File: src/sv/si2d_div_step.sv
// One restoring division step: shift in a zero, subtract the divisor if it fits.
module si2d_div_step #(
  parameter int NW = 36,
  parameter int QW = 17
) (
  input  logic [NW-1:0] rem_i,
  input  logic [NW-1:0] dm_i,
  input  logic [QW-1:0] q_i,
  output logic [NW-1:0] rem_o,
  output logic [QW-1:0] q_o
);
  logic [NW:0] sh;
  assign sh    = {rem_i, 1'b0};
  always_comb begin
    if (sh >= {1'b0, dm_i}) begin
      rem_o = NW'(sh - {1'b0, dm_i});
      q_o   = {q_i[QW-2:0], 1'b1};
    end else begin
      rem_o = NW'(sh);
      q_o   = {q_i[QW-2:0], 1'b0};
    end
  end
endmodule

File: config.mk
export PLATFORM = sky130hd
export DESIGN_NAME = si2d_div_step
export DESIGN_NICKNAME = d
export VERILOG_FILES = /design/src/sv/si2d_div_step.sv
export SDC_FILE = /design/constraint.sdc
export NUM_CORES = 1
export LEC_CHECK = 0
export BUFFER_PORTS_ARGS = -buffer_cell sky130_fd_sc_hd__buf_2
export CAP_MARGIN = 5
export CORE_MARGIN = 4
export CORE_UTILIZATION = 48
export DETAILED_ROUTE_END_ITERATION = 12
export PLACE_DENSITY = 0.82
export SLEW_MARGIN = 20
export SYNTH_ARGS = -nofsm -noshare
export SYNTH_HDL_FRONTEND = slang
export SYNTH_SLANG_ARGS = --single-unit
export TNS_END_PERCENT = 100
File: constraint.sdc
create_clock -name vclk -period 3.4
set_input_delay 0.17 -clock vclk [all_inputs]
set_output_delay 0.17 -clock vclk [all_outputs]
set_load 0.1 [all_outputs]
==> impl_metrics.yaml, run 1 <==
drt:
  wirelength_mm: 8.49
  drc: 0
  via_count: 3305
  drtIter0Drc: 206
  postRouteAntennaNets: 0
  dr.pass1.iters: 6
  wl_per_cell_um: 14.9
  avgViaCountPerCell: 5.82
die:
  die_y_um: 83
  io_pins: 142
  start_util: 0.493
  die_x_um: 83
  core_mm2: 0.00547
  num_rows: 27
  die_area_mm2: 0.00689
finish:
  num-fill-cells: 466
  final_nets: 624
  diodes: 0
  layout-drive-gt1-share: 0.302
  final_core_util: 0.694
  design.seq.count: 0
  area_growth_pct: 40.7
  num-clock-buffers: 0
  final_common_cell: "buf_2"
  mostFrequentLayoutCells: "73 x buf_2, 49 x inv_1, 39 x a21oi_1"
  seq_area_um2: 0
synthesis:
  ys_types: 54
  synth.top_cell.area_share: 0.167
  syn_area_per_cell_um2: 6.52
  postSynthCellCount: 414
  syn_area_mm2: 0.00270
  ys_top_cells_by_area: "ha_1 17%, a21oi_1 7.4%, inv_1 6.8%, a21o_1 5.6%, xor2_1 5.2%"
  yosys_warnings: 0
  yosysTopAreaCell: "ha_1"
  syn_nets: 540
  yosysSeqAreaShare: 0
timing:
  max_freq_mhz: 313
  setup-violations-final: 0
  finalCritPeriodShare: 0.941
  drv_slew: 0
  final.setup.worst_slack_ps: 200
  worst_pin_slew_ps: 558
  finalCriticalPeriod_ps: 3200
  slew-limit-headroom: 0.625
  setup_tns_ps: 0
  hold_violations: 0
outcome:
  status: "finished, final reports clean"
placement:
  hpwl_mm: 7.32
  place_ws_ps: 170
  port-buffer-count: 109
  gp_congestion: 0.878
critical_path:
  cp_cell_sequence: "buf_2, inv_1, fa_1, nor2b_1, o211ai_1, a211oi_2, o31ai_1, a22o_1, o2111ai_2, nand4_1, and3_1, o31ai_4, buf_12"
  path_class: "primary input to output pin"
  crit_arrival_ps: 3030
  cp-start-kind: "primary input"
  startpoint: "rem_i[0]"
  crit_path_end: "rem_o[28]"
  crit_family: "compound AO/OA/AOI/OAI gates"
  slowest_delay_ps: 450
  cp_slowest_cell: "fa_1"
  cp.depth: 13
  critical_path.max_fanout: 3
  critPathRequiredTime_ps: 3230
  path_buf_inv: 3
  cp-end-kind: "output pin"
grt:
  grt_pass1_vias: 3234
  gr-total-overflow: 0
  antenna_found_initial: 0
  grt_util_all_layers: 0.231
  grt_max_degree: 17
  grt_pass1_wl_mm: 14.3
pwr:
  pwr-share-seq: 0
  leakagePower_uw: 0.00197
  cellPowerDensity_mw_per_mm2: 448
  intPower_uw: 597
  ir_worst_vdd_mv: 0.451
  clockPowerShare: 0
  share_comb_of_total_power: 1.000
  p_sw_uw: 1110
  switching_share: 0.649
run:
  maxCapViolations: 0
clock_network:
  cts_hold_buf: 0
worst_hold_path:
  hold_path.class: "primary input to output pin"
## cells by family (layout without fill, tap and decap cells)
logic type	after synthesis	count (layout)	share of synthesized area
adder cells (fa/ha/maj)	37	37	0.174
AND/OR/NAND/NOR	116	116	0.203
AO/OA/AOI/OAI	147	147	0.370
multiplexers	2	2	0.00788
buffers and inverters	83	165	0.151
XOR/XNOR	29	29	0.0941
## worst min-delay path by stage
stage,startpoint,to,cells past startpoint
global route,q_i[12],q_o[13],0
finish,q_i[12],q_o[13],0
floorplan,q_i[9],q_o[10],1
detailed placement,q_i[9],q_o[10],0
global placement,q_i[9],q_o[10],0
CTS,q_i[9],q_o[10],0
## synth_stat cells, types with 10 or more instances
cell type	n
xnor2_1	13
a21oi_2	10
buf_4	18
nand2_1	36
ha_1	36
o21bai_1	10
a21oi_1	40
o21ai_0	19
a21o_1	20
nor2_1	34
inv_1	49
xor2_1	16
## routing by layer
layer  routed length [µm]  track usage
met5                    0            0
met2                 4290        0.434
met1                 3450        0.285
met3                  619       0.0198
met4                  127       0.0416
## layout make-up
class                      count  area [µm²]  share of cell area
tap                           72        90.1              0.0237
inverter                      50         188              0.0494
multi-input combinational    331        2380               0.626
timing repair buffer         115        1140               0.301
## power by group through the flow
stage / Clock [µW] / Combinational [µW] / Sequential, µW
6_report: 0 / 1700 / 0
5_1_grt: 0 / 1780 / 0
4_1_cts: 0 / 1700 / 0
3_5_place_dp: 0 / 1690 / 0
3_3_place_gp: 0 / 1670 / 0
2_1_floorplan: 0 / 1220 / 0
## through the flow
stage	instances	power (µW)	instance area (µm²)	hold slack, ps
2_1_floorplan	414	1220	2770	552
3_3_place_gp	568	1670	3780	341
3_5_place_dp	568	1690	3780	341
4_1_cts	568	1700	3780	341
5_1_grt	568	1780	3800	340
6_report	568	1700	3800	340
## what timing repair did
action	in CTS	in global routing
gates resized for setup	0	2
buffers inserted	0	0
endpoints found under the setup margin	0	7
Note: power is estimated with default switching activity, not from simulation.
==> inputs of run 2 (changes only) <==
Clock period 3.4 ns to 3.41 ns, I/O delays scaled along.
==> run 2 against run 1 <==
Sequential cell count unchanged. Via count decreased by 1.3%. Power decreased by 0.46%. Sequential share of layout area unchanged. Non-clock buffer count unchanged. First-iteration DRC count decreased by 9.2%. Core utilization decreased by 0.14 points. Design area decreased by 0.20%. Clock-buffer cell count unchanged. Largest power group unchanged. Critical path depth unchanged. Setup slack got worse by 38 ps. Global-route usage increased by 0.36 points.
==> impl_metrics.yaml, run 2 (synthesis gave the netlist of run 1 again) <==
drt:
  wl_per_cell_um: 14.9
  wirelength_mm: 8.44
  drc: 0
  postRouteAntennaNets: 0
  via_count: 3261
  avgViaCountPerCell: 5.74
  drtIter0Drc: 187
  dr.pass1.iters: 4
placement:
  place_ws_ps: 194
  hpwl_mm: 7.33
  gp_congestion: 0.877
  placed_area_mm2: 0.00378
  port-buffer-count: 109
  dp.cells: 568
finish:
  num-clock-buffers: 0
  final_common_cell: "buf_2"
  design_area_mm2: 0.00379
  num-fill-cells: 463
  layout-drive-gt1-share: 0.302
  diodes: 0
  design.seq.count: 0
  seq_area_um2: 0
  final_nets: 624
  area_growth_pct: 40.5
  mostFrequentLayoutCells: "73 x buf_2, 49 x inv_1, 39 x a21oi_1"
  instances_no_fill: 568
worst_hold_path:
  min_from: "q_i[12]"
  hold_path.class: "primary input to output pin"
critical_path:
  crit_arrival_ps: 3080
  cp-start-kind: "primary input"
  slowest_delay_ps: 370
  critical_path.max_fanout: 11
  crit_family: "compound AO/OA/AOI/OAI gates"
  path_class: "primary input to output pin"
  path_buf_inv: 4
  startpoint: "rem_i[0]"
  critPathRequiredTime_ps: 3240
  cp_slowest_cell: "a211oi_2"
  cp-end-kind: "output pin"
  cp_cell_sequence: "buf_2, ha_1, nor2b_1, o31a_1, o311a_1, a211oi_2, a21oi_2, a21oi_4, o21ba_2, inv_2, buf_4, a21oi_1, buf_12"
pwr:
  cellPowerDensity_mw_per_mm2: 447
  ir_worst_vdd_mv: 0.354
  leakagePower_uw: 0.00197
clock_network:
  postCtsSetupBuffers: 0
timing:
  final.setup.worst_slack_ps: 162
  finalCritPeriodShare: 0.953
  finalCriticalPeriod_ps: 3250
  worst_pin_slew_ps: 563
  slew-limit-headroom: 0.621
  hold_violations: 0
  drv_slew: 0
  setup-violations-final: 0
  rsz0062_at_grt: "no"
  max_freq_mhz: 308
die:
  io_pins: 142
  die_y_um: 83
  die_area_mm2: 0.00689
  die_x_um: 83
  start_util: 0.493
  num_rows: 27
  core_mm2: 0.00547
run:
  maxCapViolations: 0
grt:
  grt_max_degree: 17
  gr-total-overflow: 0
  grt_util_all_layers: 0.235
  antenna_found_initial: 0
  grt_pass1_vias: 3292
  grt_pass1_wl_mm: 14.5
outcome:
  status: "finished, final reports clean"
[run 2: per-layer routing]
layer  global-route usage  routed length [µm]
met2                0.444                4290
met3               0.0268                 595
met4               0.0446                 164
met1                0.283                3390
met5                    0                   0
[run 2: timing repair]
| action | 4_1_cts | 5_1_grt |
|---|---|---|
| setup endpoints to repair | 0 | 5 |
| resized for setup | 0 | 2 |
| hold buffers | 0 | 0 |
[run 2: cell type report]
type,count,area [µm²],share of cell area
Tap cell,72,90.1,0.0238
Inverter,50,188,0.0495
Multi-Input combinational cell,331,2370,0.625
Timing Repair Buffer,115,1140,0.302
[run 2: path summary, 6_finish.rpt]
| kind | end | cells past startpoint |
|---|---|---|
| max | rem_o[6] | 13 |
| min | q_o[13] | 0 |
[run 2: through the flow]
step / TNS, ps / utilization / hold WS, ps / total power (µW)
6_report: 0 / 0.693 / 341 / 1690
3_5_place_dp: 0 / 0.692 / 342 / 1690
5_1_grt: 0 / 0.693 / 341 / 1780
2_1_floorplan: -2850 / - / 553 / 1220
4_1_cts: 0 / 0.692 / 342 / 1690
3_3_place_gp: 0 / 0.692 / 342 / 1670
[run 2: power breakdown]
group | total [µW] | leakage [µW] | internal (µW) | switching, µW
logic | 1690 | 0.00197 | 595 | 1100
registers | 0 | 0 | 0 | 0
clock network | 0 | 0 | 0 | 0
==> inputs of run 3 (changes only) <==
Settings changed: CORE_UTILIZATION 48 to 40, PLACE_DENSITY 0.82 to 0.7.
==> run 3 against run 2 <==
Setup slack gained 61 ps. Die area up 18%. Core utilization decreased by 11 points. Sequential share of layout area did not move. Global-route usage down 5.1 points. Largest power group unchanged. Highest routed layer unchanged.
==> impl_metrics.yaml, run 3 (synthesis gave the netlist of run 1 again) <==
drt:
  drtIter0Drc: 109
  postRouteAntennaNets: 0
  via_count: 3115
  drc: 0
  dr.pass1.iters: 4
  wl_per_cell_um: 13.7
  avgViaCountPerCell: 5.44
  wirelength_mm: 7.85
grt:
  antenna_found_initial: 0
  grt_pass1_vias: 3082
  gr-total-overflow: 0
  grt_max_degree: 16
  grt_pass1_wl_mm: 13.5
  grt_util_all_layers: 0.184
placement:
  dp.cells: 573
  place_ws_ps: 242
  hpwl_mm: 6.86
  port-buffer-count: 109
  gp_congestion: 0.872
timing:
  setup-violations-final: 0
  max_freq_mhz: 314
  final.setup.worst_slack_ps: 223
  finalCriticalPeriod_ps: 3190
  drv_slew: 0
  whs_ps: 341
  slew-limit-headroom: 0.648
  worst_pin_slew_ps: 520
  setup_tns_ps: 0
  hold_violations: 0
  finalCritPeriodShare: 0.935
  rsz0062_at_grt: "no"
critical_path:
  critical_path.max_fanout: 14
  slowest_delay_ps: 380
  path_class: "primary input to output pin"
  crit_arrival_ps: 3020
  path_buf_inv: 4
  cp-start-kind: "primary input"
  critPathRequiredTime_ps: 3240
  crit_family: "compound AO/OA/AOI/OAI gates"
  cp_slowest_cell: "a211oi_2"
  cp.depth: 13
  cp_cell_sequence: "buf_2, ha_1, nor2b_1, o31a_1, o311a_1, a211oi_2, a21oi_2, a21oi_4, o21ba_2, inv_2, buf_4, a21oi_1, buf_12"
  cp-end-kind: "output pin"
pwr:
  cellPowerDensity_mw_per_mm2: 444
  leakagePower_uw: 0.00196
  ir_worst_vdd_mv: 0.292
finish:
  mostFrequentLayoutCells: "73 x buf_2, 49 x inv_1, 39 x a21oi_1"
  diodes: 0
  final_nets: 624
  seq_area_um2: 0
  num-fill-cells: 586
  design.seq.count: 0
  num-clock-buffers: 0
  instances_no_fill: 573
  final_common_cell: "buf_2"
  area_growth_pct: 39.9
  layout-drive-gt1-share: 0.300
clock_network:
  post_cts_resize_count: 0
  cts_hold_buf: 0
  postCtsSetupBuffers: 0
die:
  die_y_um: 90.2
  start_util: 0.418
  die_x_um: 90.2
  core_mm2: 0.00646
  die_area_mm2: 0.00813
  num_rows: 29
  io_pins: 142
run:
  maxCapViolations: 0
worst_hold_path:
  whs_path_depth: 0
  hold_path.class: "primary input to output pin"
  min_to: "q_o[3]"
  min_from: "q_i[2]"
outcome:
  status: "finished, final reports clean"
[run 3: changes by cell type in the layout (fill, tap and decap cells not counted)]
cell	change
buf_12	-1
buf_4	+1
o21ai_0	+1
o21ai_1	-1
o311ai_1	+1
o311ai_2	-1
[run 3: stage by stage]
stage           util  total power (µW)  cell area, µm²
2_1_floorplan      -              1220            2770
3_3_place_gp   0.585              1670            3780
3_5_place_dp   0.585              1680            3780
4_1_cts        0.585              1680            3780
5_1_grt        0.585              1760            3780
6_report       0.585              1680            3780
[run 3: final cells by class]
type / count / area [µm²] / area share
repair buffers: 115 / 1130 / 0.299
inverters: 50 / 188 / 0.0497
well taps: 77 / 96.3 / 0.0255
multi-input cells: 331 / 2360 / 0.625
[run 3: worst max-delay path by stage]
stage | start | endpoint | slack, ps
after floorplan | dm_i[1] | rem_o[12] | -340
after global placement | rem_i[9] | rem_o[13] | 260
after detailed placement | dm_i[1] | rem_o[16] | 240
after CTS | dm_i[1] | rem_o[13] | 220
after global routing | rem_i[13] | rem_o[13] | 20
final | rem_i[0] | rem_o[12] | 220
[run 3: metal layers]
layer,wire length (µm),track usage
met3,550,0.0217
met1,3470,0.234
met2,3810,0.348
met4,24,0.00510
met5,0,0
[run 3: report_power, final]
part	internal, µW	total [µW]	switching (µW)	leakage [µW]
clock network	0	0	0	0
registers	0	0	0	0
logic	591	1680	1090	0.00196
total	591	1680	1090	0.00196
